**src/design/dsm_pkg.sv**
```systemverilog
// ----------------------------------------------------------------------------
// dsm_pkg
// Shared types and constants for the dual stream saturating mixer.
// ----------------------------------------------------------------------------
`default_nettype none

package dsm_pkg;

  // stream select carried with each input beat
  localparam logic OP_MAIN = 1'b0;
  localparam logic OP_COP  = 1'b1;

  // register map
  localparam int unsigned CFG_ADDR_W     = 2;
  localparam int unsigned REG_MIX_ENABLE = 0;

  // result queue in front of the output port
  localparam int unsigned OUTQ_DEPTH = 4;
  localparam int unsigned OUTQ_AW    = 2;
  localparam int unsigned OUTQ_LW    = 3;

  typedef logic [15:0] sample_t;

  // left in the low half, right in the high half
  typedef struct packed {
    sample_t right;
    sample_t left;
  } pair_t;

  typedef struct packed {
    logic clr;
    logic push;
    logic pop;
  } ring_ctrl_t;

endpackage : dsm_pkg

`default_nettype wire

```
**src/design/dsm_outq.sv**
```systemverilog
// ----------------------------------------------------------------------------
// dsm_outq
// Merging stage: collects the lane results into a small result queue.
// ----------------------------------------------------------------------------
`default_nettype none

module dsm_outq (
  input  wire logic           clk,
  input  wire logic           rst_n,
  input  wire logic           wr_en,
  input  wire dsm_pkg::sample_t left,
  input  wire dsm_pkg::sample_t right,
  input  wire logic           rd_en,
  output logic                not_empty,
  output dsm_pkg::pair_t      head,
  output logic [dsm_pkg::OUTQ_LW-1:0] level
);

  dsm_pkg::pair_t q_r [dsm_pkg::OUTQ_DEPTH];

  logic [dsm_pkg::OUTQ_AW-1:0] wr_ptr_r;
  logic [dsm_pkg::OUTQ_AW-1:0] rd_ptr_r;
  logic [dsm_pkg::OUTQ_LW-1:0] level_r, level_nxt;

  always_comb begin
    level_nxt = level_r;
    if (wr_en && !rd_en) begin
      level_nxt = level_r + dsm_pkg::OUTQ_LW'(1);
    end else if (!wr_en && rd_en) begin
      level_nxt = level_r - dsm_pkg::OUTQ_LW'(1);
    end
  end

  always_ff @(posedge clk) begin
    if (!rst_n) begin
      wr_ptr_r <= '0;
      rd_ptr_r <= '0;
      level_r  <= '0;
    end else begin
      level_r <= level_nxt;
      if (wr_en) begin
        wr_ptr_r <= wr_ptr_r + dsm_pkg::OUTQ_AW'(1);
      end
      if (rd_en) begin
        rd_ptr_r <= rd_ptr_r + dsm_pkg::OUTQ_AW'(1);
      end
    end
  end

  always_ff @(posedge clk) begin
    if (wr_en) begin
      q_r[wr_ptr_r] <= '{right: right, left: left};
    end
  end

  assign not_empty = (level_r != '0);
  assign head      = q_r[rd_ptr_r];
  assign level     = level_r;

endmodule : dsm_outq

`default_nettype wire

```
**config.mk**
```make
export PLATFORM = sky130hd
export DESIGN_NAME = dsm_outq
export DESIGN_NICKNAME = d
export VERILOG_FILES = /design/src/design/dsm_pkg.sv /design/src/design/dsm_outq.sv
export SDC_FILE = /design/constraint.sdc
export NUM_CORES = 1
export LEC_CHECK = 0
export ABC_AREA = 1
export BUFFER_PORTS_ARGS = -buffer_cell sky130_fd_sc_hd__buf_2
export CAP_MARGIN = 10
export CELL_PAD_IN_SITES_DETAIL_PLACEMENT = 1
export CELL_PAD_IN_SITES_GLOBAL_PLACEMENT = 2
export CORE_MARGIN = 3
export CORE_UTILIZATION = 40
export DETAILED_ROUTE_END_ITERATION = 8
export PLACE_DENSITY = 0.86
export SLEW_MARGIN = 5
export SYNTH_ARGS = -nofsm -noshare
export SYNTH_HDL_FRONTEND = slang
export SYNTH_SLANG_ARGS = --single-unit
```
**constraint.sdc**
```tcl
create_clock -name clk -period 1.7 [get_ports clk]
set_input_delay 0.425 -clock clk [delete_from_list [all_inputs] [get_ports clk]]
set_output_delay 0.425 -clock clk [all_outputs]
set_load 0.005 [all_outputs]
```
# --- Yosys cells after proc, flatten, opt, wreduce, memory -nomap -nowiden ---
# Memories as Yosys holds them, arrays and structs flattened. A register that Yosys moved wholly into a read port is not among the register bits.
# Index checks and enable logic that the tools add are counted.
classes:
  add_sub_neg: 4
  mux: 6
  reduce_logical: 6
op_table:
  columns: ["op", "count"]
  rows:
  - ["3-bit 2-to-1 mux", 2]
  - ["2-bit by 1-bit adder with 2-bit output (second input constant)", 2]
  - ["2-bit 2-to-1 mux", 2]
  - ["3-bit by 1-bit adder with 3-bit output (second input constant)", 1]
  - ["3-bit nonzero test", 1]
  - ["3-bit by 1-bit subtractor with 3-bit output (second input constant)", 1]
  - ["1-bit logical AND", 2]
  - ["1-bit logical NOT", 2]
  - ["1-bit 2-to-1 mux", 2]
  - ["2-bit nonzero test", 1]
word_totals:
  reg_bits: 7
  ramBits: 128
  in_bits: 36
  n_memories: 1
mem_list:
  columns: ["memory", "depth", "word_bits", "read_ports", "rd_ports_with_merged_regs", "write_ports", "line_no", "text"]
  rows:
  - ["q_r", 4, 32, 1, 1, 1, "dsm_outq.sv:19", "dsm_pkg::pair_t q_r [dsm_pkg::OUTQ_DEPTH];"]

# --- Longest topological paths before layout ---
logic_depth:
  word_depth: 4
  mapped_depth: 10
  depth_no_buf: 10

# --- Least setup slack after synthesis ---
# No wires, ideal clock.
synth_timing:
  path_kind: "flip-flop to flip-flop"
  start: "register wr_ptr_r[0] (netlist name)"
  end: "memory q_r[2][0] (netlist name) (enable)"
  setup_time_ps: 387
  t_arrival_ps: 1222
  t_required_ps: 1313
  slack_ps: 91
  path_stages_with_launch: 5
  cell_sequence: "dfxtp_1 -> inv_1 -> ha_1 -> nand2_1 -> inv_1"
synth_rtl:
  columns: ["item", "line_no", "text"]
  rows:
  - ["start: declaration", "dsm_outq.sv:21", "logic [dsm_pkg::OUTQ_AW-1:0] wr_ptr_r;"]
  - ["start signal: assignment", "dsm_outq.sv:42", "wr_ptr_r <= wr_ptr_r + dsm_pkg::OUTQ_AW'(1);"]
  - ["end: declaration", "dsm_outq.sv:19", null]
# Straight into the memory's write port.

==> qor.txt <==
Die Ht - 120.2 um
first-pass GRT wire length - 20.92 mm
Iter 0 DRT Violations - 232
Core Region - 12670 sq um
GRT met2 Usage - 33.19%
final net count - 515
Clock Tree Root - clkbuf_16
Comb pwr share - 11.4%
share of layout cells above drive strength 1 - 38.68%
worst hold path class - in -> reg
Final HPWL DP - 7.839 mm
Worst-Margin Slew - 304.7 ps
critical path arrival - 1600 ps
register area - 4029 sq um
Post-synth EDFFs - 128
final setup violation count - 32
io pins - 72
routed vias - 3414
crit end category - output pin
WL final - 13.61 mm
row cnt - 41
global route hottest layer - met2
Mapped Avg Cell Area - 14.22 sq um
Critical Path Start Type - flop
clk_skew - 7.210 ps
Final Instance Area - 6935 sq um
unrepaired setup endpoints after global routing - yes
IO buf count - 71
slowest stage delay, CP - 350 ps
Hold Crit Depth - 1
initial antenna violation count - 2
area of the multi-input gates - 1251 sq um
met3 Track Usage GR - 6.221%
relative slew slack - 79.47%
H-tree depth - 4
synth top area cells - edfxtp_1 (74%), nor2_1 (5.0%), o21ai_0 (4.0%), o22ai_1 (3.8%), dfxtp_1 (3.5%)
Synth Cell Area - 5218 sq um
Clock Power Share - 41.0%
vias per inst - 5.188
post-synthesis sequential area ratio - 77.12%
Yosys top cell by area - edfxtp_1
top cell type's share of synthesized area - 73.67%
Crit path depth - 5
Synth Warn # - 0
drt first pass iters - 6
Initial Util - 41.18%
Hold Vio Cnt, Final - 0
most common cell after layout, fill and taps aside - edfxtp_1
count of different cell masters after synthesis - 19
# clock sinks - 137
CTS clk-pin slew, worst paths - 60 ps
P_leak - 0.002530 uW
Fill cells - 1244
post-synthesis net count - 409
placed cell area - 5884 sq um
# diodes - 0
worst path cell trace - buf_12 -> buf_12 -> o21ai_0 -> o22ai_1 -> buf_2
Async S/R FF share, synth - 0%
worst skew pair latency - 420 ps
Seq cells post-synth - 137
Crit path max-delay family - buffers and inverters
PwrDens - 1185 nW/um^2
Tot Pwr - 8217 uW
data required time of the worst path - 1270 ps
fin. max-slew vios - 0
Routed wire per std cell - 20.68 um
sw power - 1889 uW
Mapped Cells - 367
most frequent CP cell - buf_12
min cycle time layout - 2026 ps
Worst Path Max Fanout - 8
max cap viols - 0
R2R Setup Slk - 250 ps
TritonCTS Buffers - 17
ys flop type - edfxtp_1
worst setup path class - reg -> out
Max Fclk - 493.6 MHz
final period utilization - 119.2%
violated checks - setup timing
Placer Congestion - 0.7323
total grt overflow - 0
Post-route DRC - 0
die span in x - 120.2 um
dpl cells - 613
Final WS setup - -325.8 ps
CTS Hold Bufs - 0
slowest CP cell - dfxtp_4
Area growth, synth to finish - 32.93%
Total GRT Usage - 19.62%
Sw Share - 22.99%
vias in the first global route - 3751
Sequential Power Share - 47.6%
Max clock buf depth - 2
outcome - finished, violations left
die area - 14450 sq um
Peak VDD IR - 0.0007524 V
pre-CTS WS - 18.02 ps
largest net degree at the start of global routing - 26
GRT met1 Usage - 23.99%
Power Internal - 6328 uW
CTS tree - built
Final ANT Viol Nets - 0
post-layout util - 54.73%
Worst Reg2Reg Path Length in Cells - 5
worst path bufs/invs - 3
final cell count without fillers - 658
most frequent cells in the layout - edfxtp_1 (128), buf_2 (72), nor2_1 (57)
worst paths after layout:
path | start | to
max | flop | head[3]
min | right[11] | q_r[1][27]
min reg2reg | rd_ptr_r[1] | flop
max reg2reg | wr_ptr_r[0] | q_r[0][14]
power groups by stage:
stage	registers, uW	logic, uW	clock network, uW
after detailed placement	3970	736	0
after global placement	3960	703	0
after CTS	3910	917	3390
final	3910	939	3370
after floorplan	3950	377	0
after global routing	3920	1020	3570
cell usage after synthesis, types with 3 or more instances:
master    instances
a21oi_1           4
buf_2             6
buf_4             3
buf_6             9
dfxtp_1           9
edfxtp_1        128
ha_1              5
inv_1            15
nand2_1          10
nor2_1           70
o21ai_0          42
o21ai_1          28
o22ai_1          32
sequential cells by signal, summed over array words and instances, names as in the netlist, named ones only:
signal    flops
q_r         128
level         3
rd_ptr_r      2
wr_ptr_r      2
through the flow:
| stage | hold WS, ps | setup TNS [ps] |
|---|---|---|
| 6_report | 221.3 | -7444 |
| 3_3_place_gp | 449.3 | 0 |
| 2_1_floorplan | 411.5 | 0 |
| 4_1_cts | 211.9 | -7813 |
| 5_1_grt | 206.1 | -9513 |
| 3_5_place_dp | 512.9 | 0 |
cells by family (layout without fill, tap and decap cells):
kind of cell	count (synthesis)	after routing	synth area share [%]
and+or+nand+nor	82	82	5.971
AOI/OAI and AO/OA	106	106	10.94
buffers and inverters	36	155	4.388
DFF	137	137	77.12
adders and majority gates	6	6	1.583
per-layer routing:
layer,vias to the layer above,wire [um]
li1,1577,-
met1,1723,5674
met2,92,7006
met3,18,671
met4,4,218
met5,-,34
timing repair:
item                                    in CTS  in global routing
pin swaps                                   22                  6
gates resized for setup                     80                 31
buffers inserted                             8                  2
gates cloned                                 5                  0
endpoints found under the setup margin      32                 32
layout make-up:
class / instances / share of cell area (%)
inverter: 17 / 1.155
timing repair inverter: 2 / 0.4691
clock buffer: 28 / 7.018
multi-input combinational: 194 / 18.04
clock inverter: 4 / 0.6314
tap: 172 / 3.103
timing repair buffer: 104 / 11.49
sequential: 137 / 58.09
Power figures use the tool's default switching activity.
