<file path="src/design/dsm_pkg.sv">
// ----------------------------------------------------------------------------
// dsm_pkg
// Shared types and constants for the dual stream saturating mixer.
// ----------------------------------------------------------------------------
`default_nettype none

package dsm_pkg;

  // stream select carried with each input beat
  localparam logic OP_MAIN = 1'b0;
  localparam logic OP_COP  = 1'b1;

  // register map
  localparam int unsigned CFG_ADDR_W     = 2;
  localparam int unsigned REG_MIX_ENABLE = 0;

  // result queue in front of the output port
  localparam int unsigned OUTQ_DEPTH = 4;
  localparam int unsigned OUTQ_AW    = 2;
  localparam int unsigned OUTQ_LW    = 3;

  typedef logic [15:0] sample_t;

  // left in the low half, right in the high half
  typedef struct packed {
    sample_t right;
    sample_t left;
  } pair_t;

  typedef struct packed {
    logic clr;
    logic push;
    logic pop;
  } ring_ctrl_t;

endpackage : dsm_pkg

`default_nettype wire

</file>
<file path="src/design/dsm_lane.sv">
// ----------------------------------------------------------------------------
// dsm_lane
// One channel lane: signed 16-bit add with saturation.
// ----------------------------------------------------------------------------
`default_nettype none

module dsm_lane (
  input  wire dsm_pkg::sample_t a,
  input  wire dsm_pkg::sample_t b,
  output dsm_pkg::sample_t      y
);

  logic [16:0] sum;

  assign sum = {a[15], a} + {b[15], b};

  // top two bits disagree only on overflow; the sign bit says which way
  always_comb begin
    if (sum[16] != sum[15]) begin
      y = sum[16] ? 16'h8000 : 16'h7FFF;
    end else begin
      y = sum[15:0];
    end
  end

endmodule : dsm_lane

`default_nettype wire

</file>
<file path="config.mk">
export PLATFORM = sky130hd
export DESIGN_NAME = dsm_lane
export DESIGN_NICKNAME = d
export VERILOG_FILES = /design/src/design/dsm_pkg.sv /design/src/design/dsm_lane.sv
export SDC_FILE = /design/constraint.sdc
export NUM_CORES = 1
export LEC_CHECK = 0
export BUFFER_PORTS_ARGS = -buffer_cell sky130_fd_sc_hd__buf_2
export CORE_UTILIZATION = 30
export DETAILED_ROUTE_END_ITERATION = 6
export SLEW_MARGIN = 20
export SYNTH_ARGS = -nofsm -noshare
export SYNTH_HDL_FRONTEND = slang
export SYNTH_SLANG_ARGS = --single-unit
</file>
<file path="constraint.sdc">
create_clock -name vclk -period 6.8
set_input_delay 0.68 -clock vclk [all_inputs]
set_output_delay 0.68 -clock vclk [all_outputs]
set_load 0.005 [all_outputs]
</file>
; Word-level counts from Yosys, hierarchy flattened
; Cells that the tools add are included.
[totals]
ff_bits = 0
output_inout_bits = 16
input_bits = 32
wordCells = 4
[classes]
n_addsub = 1
n_eq_ne = 1
n_mux = 2
[op_table]
columns = operator, n
row1 = 16-bit two-way mux, 2
row2 = 16-bit by 16-bit adder with 17-bit output, 1
row3 = 1-bit inequality test, 1

; Logic depth before layout (Yosys ltp)
; Gate-level depths: netlist (run 1).
[depth]
word_depth = 3
ltp_mapped = 12
depth_no_buf = 10

; Worst setup path after synthesis (run 1)
; Ideal clock, no wire load.
[synth_path]
path_kind = input to output
from = input a[0]
to = output y[10]
required_ns = 6.120
n_path_buf = 2
path_stages = 12
t_arrival_ns = 2.744
path_slack_ns = 3.376
path_cell_list = ha_1 -> inv_1 -> fa_1 -> nand2b_1 -> a21oi_2 -> o211a_4 -> o211ai_4 -> and2_4 -> buf_6 -> buf_8 -> maj3_2 -> mux2i_1
[synth_between]
elab_chain_len = 3
elab_cells_between_ends = 4
cone_classes = 1 x add/sub / 1 x eq/ne / 2 x mux
[synth_lines]
columns = item, line_no
row1 = "start, declared", dsm_lane.sv:8  ; input wire dsm_pkg::sample_t a,
row2 = 16-bit by 16-bit adder with 17-bit output *, dsm_lane.sv:15  ; assign sum = {a[15], a} + {b[15], b};
row3 = 16-bit two-way mux or 1-bit inequality test (tied branches), "dsm_lane.sv:20, dsm_lane.sv:19"
row4 = 16-bit two-way mux *, dsm_lane.sv:19  ; if (sum[16] != sum[15]) begin
row5 = "end, declared", dsm_lane.sv:10  ; output dsm_pkg::sample_t y
; Every way passes the cells marked *; elsewhere a longest branch is shown, timed or not.

; Worst setup path after layout (run 1)
[layout_path]
from = input a[1]
to = output y[4]
; The elaborated chain is that of the path after synthesis.

==> out/metrics.csv, run 1 <==
metric,value,unit
status,finished clean,
number of cell rows,24,
Seq Cell Count,0,
synthesized netlist cell count,185,
largest vdd supply drop,33.7,uV
router iterations before antenna repair,5,
data required time at the worst endpoint,6.12,ns
CTS hold repair buffers,0,
endpoints failing hold,0,
critical-path maximum fanout,20,
pins over their slew limit,0,
WL final,3.45,mm
area grow syn2layout,18.4,%
endpoint type of the worst setup path,output port,
achievable clock frequency,274,MHz
"top cells by area, synth","sky130_fd_sc_hd__ha_1 (15%), sky130_fd_sc_hd__maj3_1 (10%), sky130_fd_sc_hd__mux2i_1 (5.1%)",
Post-synth top cells,"sky130_fd_sc_hd__nand2_1 (18), sky130_fd_sc_hd__ha_1 (16), sky130_fd_sc_hd__maj3_1 (14)",
RD Place Congestion,0.848,
number of vias in the routed layout,1472,
number of buffers inserted by port buffering,48,
worst setup timing slack at the placement stage,3.16,ns
total congestion overflow after global routing,0,
proportion of power drawn by the clock network,0,
Startpoint Class,input pin,
maximum number of pins on one net before global-route repair,24,
crit path time final,3.65,ns
Total Nets Final,275,
DP HPWL,2.81,mm
filler cell count,483,
mean cell area of the mapped netlist,7.38,um2
horizontal die dimension,69.5,um
headroom to the max-slew limit,0.476,
total leakage power,0.731,nW
die area,4820,um2
biggest area consumer among synthesized cells,sky130_fd_sc_hd__ha_1,
Synth Cell Area,1370,um2
worst-margin pin slew,0.786,ns
Die H,69.5,um
cell with the most instances after synthesis,sky130_fd_sc_hd__nand2_1,
first-pass GRT wire length,5.74,mm
Pwr Density,121,nW/um2
antenna violations before repair,0,
internal power of the cells,0.0913,mW
fraction of power consumed by sequential logic,0,
Setup TNS,0,ns
number of design-rule violations left by the first detailed-router iteration,115,
boundary pin count,48,
Sw Pwr,0.105,mW
core footprint,4350,um2
Seq. cell area,0,um2
CP Data Arrival Time,2.97,ns
WL/cell,12.5,um
net count of the mapped netlist,234,
sequential share of the synthesized area,0,
Final WS setup,3.15,ns
core occupancy in the finished layout,0.371,
setup repair after global routing missed its margin,no,
Switching Share,0.534,
clock buf count,0,
"Setup violations, final",0,
total power of the final layout,0.196,mW
maximum capacitance violations,0,
number of global-route vias before repair,1284,
yosys warns,0,
proportion of netlist area held by the largest area contributor,0.147,
effective utilization at floorplan,0.314,
combinational fraction of design power,1.000,
share of final-layout standard cells stronger than drive strength 1,0.295,
post-route clock period utilization,0.536,
per-cell via count in the routed design,5.33,
"Gates resized, CTS repair",0,
post-CTS setup buffer count,0,
type of the most critical hold path,input pin to output port,
path type of the worst setup path,input pin to output port,
Total GRT Usage,0.137,
Inserted Diodes,0,
count of distinct cell types in the synthesized netlist,53,
number of design rule violations left after detail routing,0,
Antenna Nets Post-Route,0,
[power by group through the flow]
stage	clock network, mW	registers (mW)	logic (mW)
2_1_floorplan	0	0	0.144
3_3_place_gp	0	0	0.193
3_5_place_dp	0	0	0.195
4_1_cts	0	0	0.196
5_1_grt	0	0	0.217
6_report	0	0	0.196
[kinds of logic after synthesis]
| logic type | after synthesis | synth area share |
|---|---|---|
| multiplexers | 8 | 0.0596 |
| AO/OA/AOI/OAI | 63 | 0.330 |
| XOR/XNOR | 10 | 0.0642 |
| AND/OR/NAND/NOR | 49 | 0.177 |
| buffers and inverters | 20 | 0.0724 |
| adder cells (fa/ha/maj) | 35 | 0.297 |
[worst max-delay path: stages]
cell and delay (ns):
sky130_fd_sc_hd__buf_2 0.10, sky130_fd_sc_hd__ha_1 0.31, sky130_fd_sc_hd__a211oi_2 0.35, sky130_fd_sc_hd__nor3_2 0.11, sky130_fd_sc_hd__o2111ai_1 0.26, sky130_fd_sc_hd__a31oi_1 0.11
sky130_fd_sc_hd__buf_4 0.22, sky130_fd_sc_hd__nor2_1 0.33, sky130_fd_sc_hd__a211oi_1 0.09, sky130_fd_sc_hd__a31o_2 0.26, sky130_fd_sc_hd__buf_2 0.12
[layout by cell type (no fill, tap or decap), drive strengths merged, types with 2 or more instances in the layout]
cell type and count:
nand3 4, maj3 18, a211o 2, a31o 2, nor3 4, buf 49, o21ai 14, inv 10
xor2 7, a31oi 2, mux2i 7, o22ai 2, nand2b 2, nor2 12, o2111ai 2, or3 2
a21o 5, xnor2 3, ha 16, a21oi 14, a211oi 6, o211ai 7, nand2 18
[final timing paths]
| check | start | to | slack, ns | cells after the start |
|---|---|---|---|---|
| max | a[1] | y[4] | 3.15 | 11 |
| min | b[0] | y[0] | 2.01 | 6 |
[layer usage]
metal | vias up | global-route usage | share of wire
met2 | 47 | 0.220 | 0.42
li1 | 771 | - | -
met1 | 654 | 0.213 | 0.53
met5 | - | 0 | 0
met3 | 0 | 0.00436 | 0.052
met4 | 0 | 0 | 0
[cell type report]
type	instances	area, um2	share of cell area
Tap cell	52	65.1	0.0402
Inverter	10	37.5	0.0232
Multi-Input combinational cell	165	1270	0.783
Timing Repair Buffer	49	248	0.153
[metrics by stage]
| stage | std cells | hold WS [ns] | area [um2] |
|---|---|---|---|
| after detailed placement | 276 | 2.02 | 1620 |
| after global routing | 276 | 2.08 | 1620 |
| after global placement | 276 | 2.01 | 1620 |
| after CTS | 276 | 2.02 | 1620 |
| after floorplan | 185 | 1.68 | 1370 |
| final | 276 | 2.01 | 1620 |
Power figures use the tool's default switching activity.
==> inputs of run 2 (changes only) <==
==> constraint.sdc (replaced) <==
create_clock -name vclk -period 3.78
set_input_delay 0.378 -clock vclk [all_inputs]
set_output_delay 0.378 -clock vclk [all_outputs]
set_load 0.005 [all_outputs]
==> run 2 against run 1 <==
Against the previous run:
- largest power group unchanged
- non-clock buffer count grew 1
- first-iteration DRC count shrank 21%
- via count shrank 0.95%
- global-route usage shrank 0.15 points
- setup slack lost 2.4 ns
- worst hold slack lost 0.61 ns
- count of clock-buffer cells in the layout is the same
==> out/metrics.csv, run 2 (synthesized netlist as in run 1, its figures left out) <==
metric,value,unit
status,finished clean,
total power of the final layout,0.353,mW
achievable clock frequency,327,MHz
Setup TNS,0,ns
number of global-route vias before repair,1219,
"Setup violations, final",0,
cell depth of the worst hold path,6,
crit path time final,3.06,ns
DP HPWL,2.87,mm
CP Data Arrival Time,2.68,ns
number of vias in the routed layout,1458,
slowest cell delay on critical path,0.39,ns
data required time at the worst endpoint,3.40,ns
Total GRT Usage,0.135,
WL final,3.35,mm
Antenna Nets Post-Route,0,
antenna violations before repair,0,
number of design rule violations left after detail routing,0,
pins over their slew limit,0,
Die H,69.5,um
"commonest cells after routing, fill and taps aside","sky130_fd_sc_hd__buf_2 (48), sky130_fd_sc_hd__nand2_1 (18), sky130_fd_sc_hd__ha_1 (16)",
Seq. cell area,0,um2
setup repair after global routing missed its margin,no,
cells traversed along the worst timing path,buf_2 > ha_1 > inv_1 > fa_1 > nand2b_1 > a21oi_2 > o211a_4 > o211ai_4 > and2_4 > maj3_1 > o21ai_0 > buf_2,
router iterations before antenna repair,4,
total congestion overflow after global routing,0,
filler cell count,470,
Startpoint Class,input pin,
Final WS setup,0.724,ns
Crit-path slowest cell,sky130_fd_sc_hd__fa_1,
first-pass GRT wire length,5.62,mm
area used by multi-input combinational logic,1270,um2
endpoints failing hold,0,
per-cell via count in the routed design,5.26,
total leakage power,0.736,nW
worst-margin pin slew,0.750,ns
largest vdd supply drop,62.8,uV
Pwr Density,217,nW/um2
"Gates resized, CTS repair",0,
"commonest non-fill, non-tap cell in the layout",sky130_fd_sc_hd__buf_2,
horizontal die dimension,69.5,um
critical-path maximum fanout,15,
area grow syn2layout,19.0,%
boundary pin count,48,
effective utilization at floorplan,0.314,
path type of the worst setup path,input pin to output port,
endpoint type of the worst setup path,output port,
WL/cell,12.1,um
share of final-layout standard cells stronger than drive strength 1,0.298,
Seq Cell Count,0,
Total Nets Final,276,
Inserted Diodes,0,
maximum capacitance violations,0,
headroom to the max-slew limit,0.500,
worst setup timing slack at the placement stage,0.751,ns
CTS hold repair buffers,0,
type of the most critical hold path,input pin to output port,
maximum number of pins on one net before global-route repair,24,
RD Place Congestion,0.829,
post-CTS setup buffer count,0,
clock buf count,0,
core footprint,4350,um2
die area,4820,um2
number of design-rule violations left by the first detailed-router iteration,91,
post-route clock period utilization,0.809,
most prevalent standard cell on the critical path,sky130_fd_sc_hd__buf_2,
number of cell rows,24,
number of buffers inserted by port buffering,48,
Post-Route Hold Slack,1.40,ns
-- run 2: cell type report --
cell class         count  area share
well taps             52      0.0401
repair buffers        50       0.157
multi-input cells    165       0.780
inverters             10      0.0231
-- run 2: path summary, 6_finish.rpt --
path	slack (ns)	endpoint	from
worst max-delay path	0.72	y[2]	a[0]
worst min-delay path	1.40	y[1]	b[1]
-- run 2: layer usage --
metal | up-vias | track usage | part of all wire | wire length (um)
li1 | 771 | - | - | -
met1 | 643 | 0.214 | 0.53 | 1780
met2 | 42 | 0.215 | 0.43 | 1450
met3 | 2 | 0.00291 | 0.038 | 127
met4 | 0 | 0 | 0.00060 | 2
met5 | - | 0 | 0 | 0
-- run 2: critical path, delay by kind of cell --
family / cells / cell delay (ns)
AOI/OAI and AO/OA: 4 / 0.68
and+or+nand+nor: 2 / 0.40
buffers and inverters: 3 / 0.29
adders and majority gates: 3 / 0.92
-- run 2: where the power goes --
group / internal (mW) / switching (mW) / leakage (nW)
registers: 0 / 0 / 0
logic: 0.166 / 0.187 / 0.736
clock network: 0 / 0 / 0
total: 0.166 / 0.187 / 0.736
-- run 2: per-stage QoR --
| stage | cell area (um2) | util | std cells |
|---|---|---|---|
| 2_1_floorplan | 1370 | - | 185 |
| 3_3_place_gp | 1620 | 0.373 | 277 |
| 3_5_place_dp | 1620 | 0.373 | 277 |
| 4_1_cts | 1620 | 0.373 | 277 |
| 5_1_grt | 1620 | 0.373 | 277 |
| 6_report | 1620 | 0.373 | 277 |
==> inputs of run 3 (changes only) <==
==> constraint.sdc (replaced) <==
create_clock -name vclk -period 2.7
set_input_delay 0.27 -clock vclk [all_inputs]
set_output_delay 0.27 -clock vclk [all_outputs]
set_load 0.005 [all_outputs]
==> run 3 against run 2 <==
Against the previous run:
- final cell count is 8.7% higher
- first-iteration DRC count is 15% lower
- core utilization up 9.3 points
- setup slack got worse by 0.66 ns
- worst hold slack got worse by 0.21 ns
- non-clock buffer count grew 23
- critical path type unchanged
==> out/metrics.csv, run 3 (synthesized netlist as in run 1, its figures left out) <==
metric,value,unit
effective utilization at floorplan,0.314,
critical-path maximum fanout,8,
number of design-rule violations left by the first detailed-router iteration,77,
crit path time final,2.64,ns
data required time at the worst endpoint,2.43,ns
Startpoint Class,input pin,
horizontal die dimension,69.5,um
"Setup violations, final",0,
type of the most critical hold path,input pin to output port,
maximum capacitance violations,0,
CTS hold repair buffers,0,
core occupancy in the finished layout,0.466,
endpoint type of the worst setup path,output port,
DP HPWL,2.95,mm
filler cell count,441,
first-pass GRT wire length,6.00,mm
"commonest cells after routing, fill and taps aside","sky130_fd_sc_hd__buf_2 (46), sky130_fd_sc_hd__buf_4 (23), sky130_fd_sc_hd__nand2_1 (17)",
RD Place Congestion,0.831,
Antenna Nets Post-Route,0,
number of design rule violations left after detail routing,0,
most crowded layer after global routing,met2,
total leakage power,0.880,nW
Inserted Diodes,0,
largest vdd supply drop,90.4,uV
total congestion overflow after global routing,0,
met3 track demand over resource in global routing,0.00436,
share of final-layout standard cells stronger than drive strength 1,0.474,
Setup TNS,0,ns
global routing met1 resource utilization,0.211,
router iterations before antenna repair,4,
post-route clock period utilization,0.977,
worst-margin pin slew,0.814,ns
pins over their slew limit,0,
final cell count without fillers,301,
status,finished clean,
WL final,3.87,mm
maximum number of pins on one net before global-route repair,24,
core footprint,4350,um2
finished layout cell area,2030,um2
Total GRT Usage,0.144,
endpoints failing hold,0,
number of global-route vias before repair,1404,
Pwr Density,299,nW/um2
Seq Cell Count,0,
clock buf count,0,
boundary pin count,48,
headroom to the max-slew limit,0.458,
die area,4820,um2
setup repair after global routing missed its margin,yes,
achievable clock frequency,379,MHz
antenna violations before repair,0,
area grow syn2layout,48.6,%
Die H,69.5,um
Total Nets Final,300,
number of vias in the routed layout,1563,
Seq. cell area,0,um2
GR met2 Demand/Resource,0.247,
"commonest non-fill, non-tap cell in the layout",sky130_fd_sc_hd__buf_2,
WL/cell,12.9,um
Cells after DPL,294,
per-cell via count in the routed design,5.19,
path type of the worst setup path,input pin to output port,
number of cell rows,24,
CP Data Arrival Time,2.37,ns
standard cell area after detailed placement,1750,um2
number of buffers inserted by port buffering,48,
==> run 3: cell type report <==
type	instances	area (um2)	share of cell area
multi-input cells	166	1480	0.729
repair buffers	73	448	0.221
well taps	52	65.1	0.0321
inverters	10	37.5	0.0185
==> run 3: final timing paths <==
path              start  cells past startpoint    end
setup / recovery   a[1]                     10  y[12]
hold / removal     b[0]                      6   y[0]
==> run 3: repair_timing <==
item / CTS / global route
pin swaps: 5 / 15
endpoints found under the setup margin: 10 / 14
resized for setup: 7 / 34
gates cloned: 0 / 1
buffers inserted: 3 / 4
==> run 3: per-stage QoR <==
stage	setup WS (ns)	total power [mW]	hold slack [ns]
6_report	0.0615	0.606	1.19
5_1_grt	-0.0430	0.672	1.22
4_1_cts	0.0104	0.543	1.22
3_5_place_dp	-0.165	0.529	1.19
3_3_place_gp	-0.0945	0.525	1.19
2_1_floorplan	0.0958	0.362	0.863
==> run 3: critical path, cell delays in order <==
cell and delay, ns:
sky130_fd_sc_hd__buf_2 0.12, sky130_fd_sc_hd__ha_4 0.25, sky130_fd_sc_hd__a211oi_4 0.34, sky130_fd_sc_hd__nor3_2 0.11, sky130_fd_sc_hd__o2111ai_2 0.25, sky130_fd_sc_hd__a31oi_2 0.15, sky130_fd_sc_hd__buf_6 0.16, sky130_fd_sc_hd__maj3_1 0.32
sky130_fd_sc_hd__mux2_4 0.27, sky130_fd_sc_hd__buf_2 0.13
==> run 3: where the power goes <==
group / switching (mW) / total [mW] / internal, mW / leakage (nW)
Clock: 0 / 0 / 0 / 0
Sequential: 0 / 0 / 0 / 0
Combinational: 0.298 / 0.606 / 0.308 / 0.880
==> run 3: per-layer routing <==
metal / up-vias / part of all wire
met4: 0 / 0
met5: - / 0
met3: 0 / 0.039
met2: 38 / 0.46
li1: 830 / -
met1: 695 / 0.50
